### src/rtl/core/ovtm_pkg.sv
// ----------------------------------------------------------------------------
// ovtm_pkg
// Shared types, register indexes and constants of the over-temperature monitor.
// ----------------------------------------------------------------------------
`default_nettype none

package ovtm_pkg;

    // Filter framing
    localparam int unsigned IDX_W = 5;
    localparam logic [IDX_W-1:0] SAMPLES_PER_READING = 5'd20;
    localparam logic [IDX_W-1:0] DROPPED_SAMPLES     = 5'd2;
    localparam int unsigned      AVG_SHIFT           = 4;

    localparam int unsigned SAMPLE_W = 12;
    localparam int unsigned SUM_W    = 17;
    localparam int unsigned MV_W     = 13;
    localparam int unsigned TICK_W   = 24;
    localparam int unsigned COUNT_W  = 4;

    localparam logic [SAMPLE_W-1:0] SAMPLE_MAX = 12'hFFF;
    localparam logic [TICK_W-1:0]   TIMER_MAX  = 24'hFFFFFF;

    // avg * 12 / 10 done as avg * ceil(12 * 2^19 / 10) >> 19, exact for 12-bit avg
    localparam int unsigned        MV_RECIP_W = 20;
    localparam int unsigned        MV_SHIFT   = 19;
    localparam logic [MV_RECIP_W-1:0] MV_RECIP = 20'd629146;
    localparam int unsigned        PROD_W     = SAMPLE_W + MV_RECIP_W;

    // Operation codes
    localparam logic OP_SAMPLE = 1'b0;
    localparam logic OP_TICK   = 1'b1;

    // Configuration port
    localparam int unsigned CFG_IDX_W  = 2;
    localparam int unsigned CFG_DATA_W = 24;
    localparam logic [CFG_IDX_W-1:0] CFG_HOT_THRESHOLD = 2'd0;
    localparam logic [CFG_IDX_W-1:0] CFG_HOLD_TICKS    = 2'd1;
    localparam logic [CFG_IDX_W-1:0] CFG_CONFIRM       = 2'd2;

    localparam logic [MV_W-1:0]    RST_HOT_THRESHOLD = 13'd2000;
    localparam logic [TICK_W-1:0]  RST_HOLD_TICKS    = 24'd300000;
    localparam logic [COUNT_W-1:0] RST_CONFIRM       = 4'd10;

    typedef enum logic [1:0] {
        ST_NORMAL  = 2'd0,
        ST_HOT     = 2'd1,
        ST_LATCHED = 2'd2
    } t_therm;

    typedef struct packed {
        logic                operation;
        logic [SAMPLE_W-1:0] sample;
    } t_in_word;

    typedef struct packed {
        logic [1:0]      temp_state;
        logic            reading_valid;
        logic [MV_W-1:0] reading_mv;
        logic            confirming;
    } t_out_word;

    // Filter result handed to the thermal state machine
    typedef struct packed {
        logic            operation;
        logic            reading_valid;
        logic [MV_W-1:0] reading_mv;
    } t_reading;

    typedef struct packed {
        logic [MV_W-1:0]    hot_threshold_mv;
        logic [TICK_W-1:0]  hold_ticks;
        logic [COUNT_W-1:0] confirm_readings;
    } t_cfg;

endpackage

`default_nettype wire

### src/rtl/core/ovtm_filter.sv
// ----------------------------------------------------------------------------
// ovtm_filter
// Trimmed-mean filter: accumulate a group of samples, scale to millivolts.
// ----------------------------------------------------------------------------
`default_nettype none

module ovtm_filter (
    input  wire logic              i_clk,
    input  wire logic              i_rst_n,
    input  wire logic              i_load1,
    input  wire ovtm_pkg::t_in_word i_word,
    input  wire logic              i_load2,
    output ovtm_pkg::t_reading     o_reading
);

    logic [ovtm_pkg::IDX_W-1:0]    r_idx;
    logic [ovtm_pkg::SUM_W-1:0]    r_sum;
    logic [ovtm_pkg::SAMPLE_W-1:0] r_max;
    logic [ovtm_pkg::SAMPLE_W-1:0] r_min;

    logic [ovtm_pkg::IDX_W-1:0]    n_idx;
    logic [ovtm_pkg::SUM_W-1:0]    n_sum;
    logic [ovtm_pkg::SAMPLE_W-1:0] n_max;
    logic [ovtm_pkg::SAMPLE_W-1:0] n_min;
    logic [ovtm_pkg::SUM_W-1:0]    w_trim;
    logic                          w_done;

    logic                          r_s2_op;
    logic                          r_s2_rv;
    logic [ovtm_pkg::SAMPLE_W-1:0] r_s2_avg;
    logic [ovtm_pkg::PROD_W-1:0]   w_prod;
    ovtm_pkg::t_reading            r_s3;

    always_comb begin
        n_idx  = r_idx;
        n_sum  = r_sum;
        n_max  = r_max;
        n_min  = r_min;
        w_done = 1'b0;
        if (i_word.operation == ovtm_pkg::OP_SAMPLE) begin
            if (r_idx >= ovtm_pkg::DROPPED_SAMPLES) begin
                if (i_word.sample > r_max) begin
                    n_max = i_word.sample;
                end
                if (i_word.sample < r_min) begin
                    n_min = i_word.sample;
                end
                n_sum = r_sum + {{(ovtm_pkg::SUM_W-ovtm_pkg::SAMPLE_W){1'b0}}, i_word.sample};
            end
            n_idx  = r_idx + 1'b1;
            w_done = (r_idx == ovtm_pkg::SAMPLES_PER_READING - 1'b1);
        end
        // Drop largest and smallest of the kept samples
        w_trim = n_sum
               - {{(ovtm_pkg::SUM_W-ovtm_pkg::SAMPLE_W){1'b0}}, n_max}
               - {{(ovtm_pkg::SUM_W-ovtm_pkg::SAMPLE_W){1'b0}}, n_min};
    end

    always_ff @(posedge i_clk) begin
        if (!i_rst_n) begin
            r_idx <= '0;
            r_sum <= '0;
            r_max <= '0;
            r_min <= ovtm_pkg::SAMPLE_MAX;
        end else if (i_load1) begin
            if (w_done) begin
                r_idx <= '0;
                r_sum <= '0;
                r_max <= '0;
                r_min <= ovtm_pkg::SAMPLE_MAX;
            end else begin
                r_idx <= n_idx;
                r_sum <= n_sum;
                r_max <= n_max;
                r_min <= n_min;
            end
        end
    end

    // Stage 2: trimmed average (zero when no reading completes)
    always_ff @(posedge i_clk) begin
        if (i_load1) begin
            r_s2_op  <= i_word.operation;
            r_s2_rv  <= w_done;
            r_s2_avg <= w_done ? w_trim[ovtm_pkg::AVG_SHIFT +: ovtm_pkg::SAMPLE_W] : '0;
        end
    end

    // Stage 3: scale to millivolts
    assign w_prod = r_s2_avg * ovtm_pkg::MV_RECIP;

    always_ff @(posedge i_clk) begin
        if (i_load2) begin
            r_s3.operation     <= r_s2_op;
            r_s3.reading_valid <= r_s2_rv;
            r_s3.reading_mv    <= w_prod[ovtm_pkg::MV_SHIFT +: ovtm_pkg::MV_W];
        end
    end

    assign o_reading = r_s3;

endmodule

`default_nettype wire

### src/rtl/core/ovtm_thermal.sv
// ----------------------------------------------------------------------------
// ovtm_thermal
// Thermal state machine: confirmation counting, hold timer and latch.
// ----------------------------------------------------------------------------
`default_nettype none

module ovtm_thermal (
    input  wire logic               i_clk,
    input  wire logic               i_rst_n,
    input  wire logic               i_fire,
    input  wire ovtm_pkg::t_reading i_reading,
    input  wire ovtm_pkg::t_cfg     i_cfg,
    output ovtm_pkg::t_therm        o_state,
    output ovtm_pkg::t_therm        o_state_next,
    output logic                    o_confirm_next
);

    ovtm_pkg::t_therm                r_state;
    ovtm_pkg::t_therm                n_state;
    logic                            r_active;
    logic                            n_active;
    logic [ovtm_pkg::COUNT_W-1:0]    r_count;
    logic [ovtm_pkg::COUNT_W-1:0]    n_count;
    logic [ovtm_pkg::TICK_W-1:0]     r_timer;
    logic [ovtm_pkg::TICK_W-1:0]     n_timer;
    logic                            r_running;
    logic                            n_running;

    logic [ovtm_pkg::COUNT_W-1:0]    w_need;
    logic [ovtm_pkg::COUNT_W-1:0]    w_count_inc;
    logic                            w_above;
    logic                            w_below;
    logic                            w_step_done;

    always_ff @(posedge i_clk) begin
        if (!i_rst_n) begin
            r_state   <= ovtm_pkg::ST_NORMAL;
            r_active  <= 1'b0;
            r_count   <= '0;
            r_timer   <= '0;
            r_running <= 1'b0;
        end else if (i_fire) begin
            r_state   <= n_state;
            r_active  <= n_active;
            r_count   <= n_count;
            r_timer   <= n_timer;
            r_running <= n_running;
        end
    end

    always_comb begin
        w_need      = (i_cfg.confirm_readings == '0) ? 4'd1 : i_cfg.confirm_readings;
        w_count_inc = r_count + 1'b1;
        w_above     = i_reading.reading_mv > i_cfg.hot_threshold_mv;
        w_below     = i_reading.reading_mv < i_cfg.hot_threshold_mv;
        w_step_done = !w_above && (w_count_inc >= w_need);

        n_state   = r_state;
        n_active  = r_active;
        n_count   = r_count;
        n_timer   = r_timer;
        n_running = r_running;

        if (i_reading.operation == ovtm_pkg::OP_TICK) begin
            if (r_running && (r_timer != ovtm_pkg::TIMER_MAX)) begin
                n_timer = r_timer + 1'b1;
            end
        end else if (i_reading.reading_valid) begin
            case (r_state)
                ovtm_pkg::ST_NORMAL: begin
                    if (!r_active) begin
                        if (w_below) begin
                            n_active = 1'b1;
                            n_count  = '0;
                        end
                    end else if (w_above) begin
                        n_active = 1'b0;
                        n_count  = '0;
                    end else if (w_step_done) begin
                        n_active  = 1'b0;
                        n_count   = '0;
                        n_state   = ovtm_pkg::ST_HOT;
                        n_timer   = '0;
                        n_running = 1'b1;
                    end else begin
                        n_count = w_count_inc;
                    end
                end
                ovtm_pkg::ST_HOT: begin
                    if (r_timer >= i_cfg.hold_ticks) begin
                        if (!r_active) begin
                            n_active = 1'b1;
                            n_count  = '0;
                        end else if (w_above) begin
                            n_active = 1'b0;
                            n_count  = '0;
                        end else if (w_step_done) begin
                            n_active  = 1'b0;
                            n_count   = '0;
                            n_state   = ovtm_pkg::ST_LATCHED;
                            n_timer   = '0;
                            n_running = 1'b0;
                        end else begin
                            n_count = w_count_inc;
                        end
                    end
                end
                default: begin
                    // latched: hold everything until reset
                end
            endcase
        end
    end

    assign o_state        = r_state;
    assign o_state_next   = n_state;
    assign o_confirm_next = n_active;

endmodule

`default_nettype wire

### src/rtl/core/overtemp_trimmed_mean_monitor.sv
// ----------------------------------------------------------------------------
// overtemp_trimmed_mean_monitor
// Thermistor over-temperature monitor with a trimmed-mean reading filter.
// ----------------------------------------------------------------------------
// Input channel (i_in_valid / o_in_ready / i_in_word): one word per ADC sample
// (operation 0) or timer tick (operation 1). Every input word gives exactly one
// output word (o_out_valid / i_out_ready / o_out_word): the thermal state after
// that word, a reading flag and millivolt value when a group of 20 samples
// completes, and the confirmation flag.
// Path: an accepted word passes through the input register, filter accumulate,
// millivolt scaling and state update stages, each of which a stall can hold.
// Throughput: one word per cycle when not stalled; the four stage registers
// pass a word each such cycle, and filter and thermal state act once per word.
// Stall: a stage refills when empty or when its word moves on; with all stages
// full and the receiver stalled, o_in_ready drops and the output word holds.
// Reset (i_rst_n low, synchronous): pipeline empties, filter restarts its group,
// state goes to normal with no confirmation and the hold timer stops.
// Configuration: i_cfg_we writes i_cfg_wdata to register i_cfg_index
// (0 threshold mV, 1 hold ticks, 2 confirm count) at once.
// ----------------------------------------------------------------------------
`default_nettype none

module overtemp_trimmed_mean_monitor (
    input  wire logic                                i_clk,
    input  wire logic                                i_rst_n,
    // input channel
    input  wire logic                                i_in_valid,
    output logic                                     o_in_ready,
    input  wire ovtm_pkg::t_in_word                  i_in_word,
    // output channel
    output logic                                     o_out_valid,
    input  wire logic                                i_out_ready,
    output ovtm_pkg::t_out_word                      o_out_word,
    // configuration
    input  wire logic                                i_cfg_we,
    input  wire logic [ovtm_pkg::CFG_IDX_W-1:0]      i_cfg_index,
    input  wire logic [ovtm_pkg::CFG_DATA_W-1:0]     i_cfg_wdata
);

    ovtm_pkg::t_cfg      r_cfg;

    // Stage valid bits: 1 input, 2 average, 3 millivolts, 4 output
    logic                r_v1;
    logic                r_v2;
    logic                r_v3;
    logic                r_v4;
    logic                w_a1;
    logic                w_a2;
    logic                w_a3;
    logic                w_a4;

    ovtm_pkg::t_in_word  r_s1;
    ovtm_pkg::t_reading  w_reading;
    ovtm_pkg::t_out_word r_out;

    ovtm_pkg::t_therm    w_state;
    ovtm_pkg::t_therm    w_state_next;
    logic                w_confirm_next;
    logic                w_fire;

    // Configuration registers
    always_ff @(posedge i_clk) begin
        if (!i_rst_n) begin
            r_cfg.hot_threshold_mv <= ovtm_pkg::RST_HOT_THRESHOLD;
            r_cfg.hold_ticks       <= ovtm_pkg::RST_HOLD_TICKS;
            r_cfg.confirm_readings <= ovtm_pkg::RST_CONFIRM;
        end else if (i_cfg_we) begin
            case (i_cfg_index)
                ovtm_pkg::CFG_HOT_THRESHOLD: begin
                    r_cfg.hot_threshold_mv <= i_cfg_wdata[ovtm_pkg::MV_W-1:0];
                end
                ovtm_pkg::CFG_HOLD_TICKS: begin
                    r_cfg.hold_ticks <= i_cfg_wdata[ovtm_pkg::TICK_W-1:0];
                end
                ovtm_pkg::CFG_CONFIRM: begin
                    r_cfg.confirm_readings <= i_cfg_wdata[ovtm_pkg::COUNT_W-1:0];
                end
                default: begin
                    // unmapped index: drop the write
                end
            endcase
        end
    end

    // A stage can take a word when empty or when its word moves on
    assign w_a4 = !r_v4 || i_out_ready;
    assign w_a3 = !r_v3 || w_a4;
    assign w_a2 = !r_v2 || w_a3;
    assign w_a1 = !r_v1 || w_a2;

    assign o_in_ready = w_a1;
    assign w_fire     = r_v3 && w_a4;

    always_ff @(posedge i_clk) begin
        if (!i_rst_n) begin
            r_v1 <= 1'b0;
            r_v2 <= 1'b0;
            r_v3 <= 1'b0;
            r_v4 <= 1'b0;
        end else begin
            if (w_a1) begin
                r_v1 <= i_in_valid;
            end
            if (w_a2) begin
                r_v2 <= r_v1;
            end
            if (w_a3) begin
                r_v3 <= r_v2;
            end
            if (w_a4) begin
                r_v4 <= r_v3;
            end
        end
    end

    // Input register
    always_ff @(posedge i_clk) begin
        if (w_a1) begin
            r_s1 <= i_in_word;
        end
    end

    ovtm_filter u_filter (
        .i_clk     (i_clk),
        .i_rst_n   (i_rst_n),
        .i_load1   (r_v1 && w_a2),
        .i_word    (r_s1),
        .i_load2   (r_v2 && w_a3),
        .o_reading (w_reading)
    );

    ovtm_thermal u_thermal (
        .i_clk          (i_clk),
        .i_rst_n        (i_rst_n),
        .i_fire         (w_fire),
        .i_reading      (w_reading),
        .i_cfg          (r_cfg),
        .o_state        (w_state),
        .o_state_next   (w_state_next),
        .o_confirm_next (w_confirm_next)
    );

    // Output register: state after this word
    always_ff @(posedge i_clk) begin
        if (w_a4) begin
            r_out.temp_state    <= w_state_next;
            r_out.reading_valid <= w_reading.reading_valid;
            r_out.reading_mv    <= w_reading.reading_mv;
            r_out.confirming    <= w_confirm_next;
        end
    end

    assign o_out_valid = r_v4;
    assign o_out_word  = r_out;

    // A word without a reading carries a zero millivolt field
    a_mv_zero: assert property (@(posedge i_clk) disable iff (!i_rst_n)
        (o_out_valid && !o_out_word.reading_valid) |-> (o_out_word.reading_mv == '0))
        else $error("reading_mv nonzero without reading_valid");

    // Latched holds until reset
    a_latch_holds: assert property (@(posedge i_clk) disable iff (!i_rst_n)
        (w_state == ovtm_pkg::ST_LATCHED) |=> (w_state == ovtm_pkg::ST_LATCHED))
        else $error("thermal state left latched");

    // No confirmation runs once latched
    a_latch_no_confirm: assert property (@(posedge i_clk) disable iff (!i_rst_n)
        (o_out_valid && (o_out_word.temp_state == ovtm_pkg::ST_LATCHED))
            |-> !o_out_word.confirming)
        else $error("confirming reported in latched state");

    // A state change only happens when a word leaves stage 3
    a_state_on_fire: assert property (@(posedge i_clk) disable iff (!i_rst_n)
        !w_fire |=> $stable(w_state))
        else $error("thermal state moved without a word");

endmodule

`default_nettype wire

### config.mk
export PLATFORM = sky130hd
export DESIGN_NAME = overtemp_trimmed_mean_monitor
export DESIGN_NICKNAME = d
export VERILOG_FILES = /design/src/rtl/core/ovtm_pkg.sv /design/src/rtl/core/ovtm_filter.sv /design/src/rtl/core/ovtm_thermal.sv /design/src/rtl/core/overtemp_trimmed_mean_monitor.sv
export SDC_FILE = /design/constraint.sdc
export NUM_CORES = 1
export LEC_CHECK = 0
export ABC_CLOCK_PERIOD_IN_PS = 9000
export BUFFER_PORTS_ARGS = -buffer_cell sky130_fd_sc_hd__buf_4
export CAP_MARGIN = 30
export CORE_MARGIN = 2
export CORE_UTILIZATION = 35
export DETAILED_ROUTE_END_ITERATION = 16
export HOLD_SLACK_MARGIN = 0.06
export PLACE_DENSITY = 0.56
export SYNTH_ARGS = -nofsm -noshare
export SYNTH_HDL_FRONTEND = slang
export SYNTH_HIERARCHICAL = 1
export SYNTH_SLANG_ARGS = --single-unit
### constraint.sdc
create_clock -name i_clk -period 9 [get_ports i_clk]
set_input_delay 0 -clock i_clk [delete_from_list [all_inputs] [get_ports i_clk]]
set_output_delay 0 -clock i_clk [all_outputs]
set_load 0.05 [all_outputs]
Word-level counts from Yosys, hierarchy flattened
Cells that the tools add are included.

Bits of input ports: 44. Word-level logic and storage cells: 143. Output and inout bits: 19. Flip-flop bits (word level): 182.

Reduce and logical (&&, ||, !) cells: 27. $mul: 1. Eq/ne operators: 16. Bitwise operators: 1. Muxes and demuxes: 57. Add/subtract/negate cells: 6. Magnitude comparators: 7.

Operator list (count): 24-bit 2-to-1 mux (7); 12-bit 2-to-1 mux (8); 17-bit 2-to-1 mux (3); 24-bit one-hot mux with 2 select lines (1); 16-bit by 12-bit subtractor with 16-bit output (2); 12-bit by 19-bit multiplier with 31-bit output, second input constant (1); 4-bit 2-to-1 mux (7); 24-bit by 1-bit adder with 24-bit output, second input constant (1); 24-bit greater-or-equal comparator (1); 24-bit != test, second input constant (1); 2-bit 2-to-1 mux (9); 17-bit by 12-bit adder with 17-bit output (1); 1-bit 2-to-1 mux (16); 2-bit by 1-bit != test with 1-bit output, second input constant (7); 13-bit > comparator (1); 13-bit less-than comparator (1); 12-bit > comparator (1); 12-bit less-than comparator (1); 11-bit AND reduction (1); 5-bit 2-to-1 mux (2); 4-bit one-hot mux with 2 select lines (1); 2-bit AND reduction (4); 6-bit AND reduction (1); 5-bit by 1-bit adder with 5-bit output, second input constant (1); 20 further kinds (36).

Longest topological paths before layout
Depth in word-level cells: 11. Gate-level depth with buffers: 25. Gate-level depth less buffers: 24.

Modules after synthesis
The synthesis kept the hierarchy.

By module, submodules not included: ovtm_filter (seq. area each 1771.7 µm², cells each 826, instances 1, area an instance 7910.1 µm²); overtemp_trimmed_mean_monitor (seq. area each 1801.7 µm², cells each 222, instances 1, area an instance 2773.9 µm²); ovtm_thermal (seq. area each 640.6 µm², cells each 342, instances 1, area an instance 2703.8 µm²).

Worst setup path after synthesis
OpenSTA, ideal clock, no wires.

Path kind: register -> register. Start point: register u_filter/r_s2_avg[10] in the netlist's numbering. End point: register u_filter.r_s3, in the netlist u_filter/o_reading[11], data pin. Data required time: 8.738 ns. Period minus slack after synthesis: 5.152 ns. Data arrival time: 4.891 ns. Slack: 3.848 ns. Path buffers: 0. Cell stages (with the launch flop): 20. Setup time: 0.262 ns. Path through: edfxtp_1 -> inv_1 -> ha_1 -> fa_1 -> fa_1 -> inv_1 -> fa_1 -> inv_1 -> fa_1 -> inv_1 -> ha_1 -> and2_1 -> a221o_1 -> a211oi_2 -> o31a_1 -> nor2b_1 -> o21a_1 -> o21a_1 -> o31ai_1 -> xnor2_1.

Cells in the longest elaborated chain, start to end: 1.

Ends and longest elaborated chain: start, declared (RTL line ovtm_filter.sv:30) `logic [ovtm_pkg::SAMPLE_W-1:0] r_s2_avg;`; start signal, assigned (RTL line ovtm_filter.sv:85) `r_s2_avg <= w_done ? w_trim[ovtm_pkg::AVG_SHIFT +: ovtm_pkg::SAMPLE_W] : '0;`; 12-bit by 19-bit multiplier with 31-bit output (RTL line ovtm_filter.sv:90) `assign w_prod = r_s2_avg * ovtm_pkg::MV_RECIP;`; via u_filter.w_prod (one bit) (RTL line ovtm_filter.sv:31) `logic [ovtm_pkg::PROD_W-1:0] w_prod;`; end, declared (RTL line ovtm_filter.sv:32) `ovtm_pkg::t_reading r_s3;`.

The timed path passes the listed nets, and every way through them passes these cells. A chain may end at the register's enable or synchronous reset.

Worst setup path after layout
Start point: register r_s1[1] in the netlist's numbering. End point: register u_filter/r_s2_avg[11] in the netlist's numbering, data pin.

Cells in the longest elaborated chain, start to end: 6. Elaborated cells on any way between the ends: 13. Classes of those cells: add/sub: 3; order compare: 2; mux: 8.

Ends and longest elaborated chain: start, declared (RTL line overtemp_trimmed_mean_monitor.sv:52) `ovtm_pkg::t_in_word r_s1;`; start signal, assigned (RTL line overtemp_trimmed_mean_monitor.sv:119) `r_s1 <= i_in_word;`; 12-bit > comparator (RTL line ovtm_filter.sv:42) `if (i_word.sample > r_max) begin`; 12-bit 2-to-1 mux (RTL line ovtm_filter.sv:42); 12-bit 2-to-1 mux (RTL line ovtm_filter.sv:41) `if (r_idx >= ovtm_pkg::DROPPED_SAMPLES) begin`; 12-bit 2-to-1 mux (RTL line ovtm_filter.sv:40) `if (i_word.operation == ovtm_pkg::OP_SAMPLE) begin`; 16-bit by 12-bit subtractor with 16-bit output (RTL line ovtm_filter.sv:55) `- {{(ovtm_pkg::SUM_W-ovtm_pkg::SAMPLE_W){1'b0}}, n_max}`; 16-bit by 12-bit subtractor with 16-bit output * (RTL line ovtm_filter.sv:56) `- {{(ovtm_pkg::SUM_W-ovtm_pkg::SAMPLE_W){1'b0}}, n_min};`.

Mark *: on every way between the ends. The rest lies on a longest branch, timed or not.

==> flow_summary.yaml <==
route:
  num_vias: 9823
  via_per_inst: 4.88
  final_antenna_net_count: 0
  drt_iter0_drc: 335
  avgRoutedWirePerCell_um: 14.5
  wl_mm: 29.1
  dr.pass1.iters: 5
  drt_drc_violations_left: 0
worst_setup_path:
  cp.required_ps: 9310
  r2r_slack_ps: 3060
  setup.worst_path.start: "r_s1[1]"
  worstPathArrival_ps: 6250
  r2r.worst_path.cells: 23
  crit_path_start_kind: "flop"
  critPathKind: "flop to flop"
  endpoint: "u_filter/r_s2_avg[11]"
  cp-end-kind: "flop"
  worstPathMaxFanout: 13
  rr_startpoint: "r_s1[1]"
  r2r-end: "u_filter/r_s2_avg[11]"
timing:
  setup_violations: 0
  rsz0062_at_grt: "no"
  slew_headroom_pct: 35.6
  fmax_mhz: 168
  fin_setup_tns_ps: 0
  timing.final.crit_share_pct: 66.0
  hold_viol_final: 0
  clock_skew_ps: 8.10
  maxSlewViolCount: 0
  tightest_slew_ps: 962
  setup_slack_ps: 3060
  fin_crit_ps: 5940
grt:
  grt_pass1_wl_mm: 49.1
  grt_max_degree: 95
  grt_use_total_pct: 15.5
  gr-total-overflow: 0
  antenna_found_initial: 0
  grt_pass1_vias: 10200
die:
  die_h_um: 200
  coreArea_um2: 37700
  start_util_pct: 35.5
  dieWidth_um: 200
  rows: 71
  io_pins: 63
  dieArea_um2: 39800
power_and_ir_drop:
  totalPowerFinal_mw: 2.26
  clkPwrFrac_pct: 34.0
  p_leak_nw: 6.97
  peakVddDrop_mv: 0.130
  p_switching_mw: 0.711
  pwr_density_cell_nw_per_um2: 147
  combPwrFrac_pct: 25.7
  sequentialPowerShare_pct: 40.3
  p_int_mw: 1.55
  swShare_pct: 31.4
synthesis:
  syn_area_um2: 13400
  seq_area_frac_synth_pct: 31.5
  syn_avg_cell_area_um2: 9.63
  synth_top_flop_cell: "dfxtp_1"
  yosys_warnings: 6
  syn_nets: 1673
  synth_enable_flop_cells: 59
  synth-seq-cells: 181
  yosysUniqueCellTypes: 82
  postSynthCellCount: 1390
  synthArstFlopShare_pct: 0
outcome:
  outcome: "finished, final reports clean"
placed_design:
  place_ws_ps: 3070
  placed_cells: 1932
  io_buffers: 62
  gp_congestion: 0.850
  dp_hpwl_mm: 22.3
cts:
  clk_pin_slew_worst_paths_ps: 70
  cts_tree: "done"
  clockRootBuffer: "clkbuf_16"
  cts-buffers-inserted: 17
  cts_htree_levels: 4
  cts_sinks: 181
  clock_latency_ps: 450
  cts_resized: 0
  hold_buffers: 48
  clock_path_buffers: 2
  cts_setup_buffers: 0
finish:
  final_cell_mix: "inv_1, ha_1, nand2_1"
  final_util_pct: 40.9
  area_growth_pct: 15.2
  instances_no_fill: 2012
  final_common_cell: "inv_1"
  nets: 1771
  drive_gt1_share_pct: 9.79
  n_antenna_cell: 0
min_path:
  hp-class: "input port to flop"
job:
  maxCapViolCount: 0
## how the worst min path moves through the flow
stage / startpoint / to / slack, ps / depth (start not counted)
after floorplan: i_in_word[0] / r_s1[0] / 100 / 0
after global placement: i_in_word[3] / r_s1[3] / 180 / 1
after detailed placement: i_in_word[3] / r_s1[3] / 180 / 1
after CTS: i_rst_n / r_cfg[19] / 170 / 2
after global routing: i_rst_n / r_cfg[38] / 220 / 2
final: i_rst_n / u_thermal/o_state[1] / 190 / 2
## flip-flops by register name, indices dropped and copies added (netlist names)
| name | cells |
|---|---|
| r_v1 | 1 |
| r_cfg | 41 |
| u_filter/r_s2_rv | 1 |
| r_v2 | 1 |
| o_out_valid | 1 |
| u_filter/r_sum | 16 |
| r_s1 | 13 |
| u_thermal/o_state | 2 |
| u_thermal/r_count | 4 |
| u_filter/o_reading | 15 |
| u_thermal/r_active | 1 |
| u_filter/r_min | 12 |
| u_thermal/r_timer | 24 |
| u_filter/r_idx | 5 |
| o_out_word | 17 |
| u_filter/r_s2_avg | 12 |
| u_thermal/r_running | 1 |
| u_filter/r_s2_op | 1 |
| r_v3 | 1 |
| u_filter/r_max | 12 |
## metal layers
layer | up-vias | share of wire (%) | track usage [%]
li1 | 5003 | - | -
met1 | 4633 | 49 | 20.4
met2 | 159 | 46 | 26.0
met3 | 28 | 3.3 | 2.40
met4 | 0 | 1.7 | 4.94
met5 | - | 0 | 0
## cells in the mapped netlist (all sizes together) (12+ instances only)
cell / n / area, um2
a311o: 12 / 120
nand4: 12 / 75.1
nand2: 129 / 487
a21oi: 65 / 348
a21o: 23 / 174
nand3: 20 / 105
nand2b: 12 / 75.1
nor3: 39 / 206
buf: 19 / 143
xnor2: 43 / 377
edfxtp: 59 / 1770
a22o: 14 / 123
ha: 179 / 2240
inv: 191 / 717
clkbuf: 21 / 81.3
nor2: 60 / 235
o21ai: 40 / 200
fa: 60 / 1200
dfxtp: 122 / 2440
mux2i: 56 / 561
nor2b: 44 / 275
## layout make-up
class | instances | area [um2]
Timing Repair Buffer | 119 | 1010
Tap cell | 511 | 639
Multi-Input combinational cell | 977 | 8230
Inverter | 192 | 721
Clock buffer | 17 | 425
Clock inverter | 15 | 179
Sequential cell | 181 | 4210
Fill cell | 3747 | 22200
## per-stage QoR
stage / instance area, um2 / hold WS (ps)
global placement: 14300 / 178
detailed placement: 14300 / 179
floorplan: 13400 / 98.9
finish: 15400 / 188
CTS: 15400 / 171
global route: 15400 / 220
## power groups by stage
stage               registers, mW  logic, mW  clock network (mW)
global placement            0.931      0.562                   0
CTS                         0.913      0.592               0.794
detailed placement          0.932      0.567                   0
global route                0.917      0.669               0.827
floorplan                   0.953      0.407                   0
finish                      0.912      0.582               0.768
## logic make-up after synthesis
group	synth area share, %
muxes	4.27
adders and majority gates	25.7
and+or+nand+nor	16.0
buffers and inverters	7.06
xor gates and xnor gates	3.47
AOI/OAI and AO/OA	12.0
DFF	31.5
## critical path, stage by stage (launching register included)
cell and delay, ps:
edfxtp_1 500, ha_1 330, a21o_1 160, a21o_1 170, a21o_1 170, a21o_1 160, a21oi_1 160, o211ai_1 130
a31o_2 270, a21oi_2 550, buf_4 350, mux2i_1 120, fa_1 410, ha_1 320, inv_1 40, a2111oi_0 390
or3_4 230, nor3b_4 230, nor2_4 90, a221oi_2 420, nor4_4 90, xnor2_1 140, o21ai_1 170, mux2i_1 200
(Power assumes the default switching activity.)
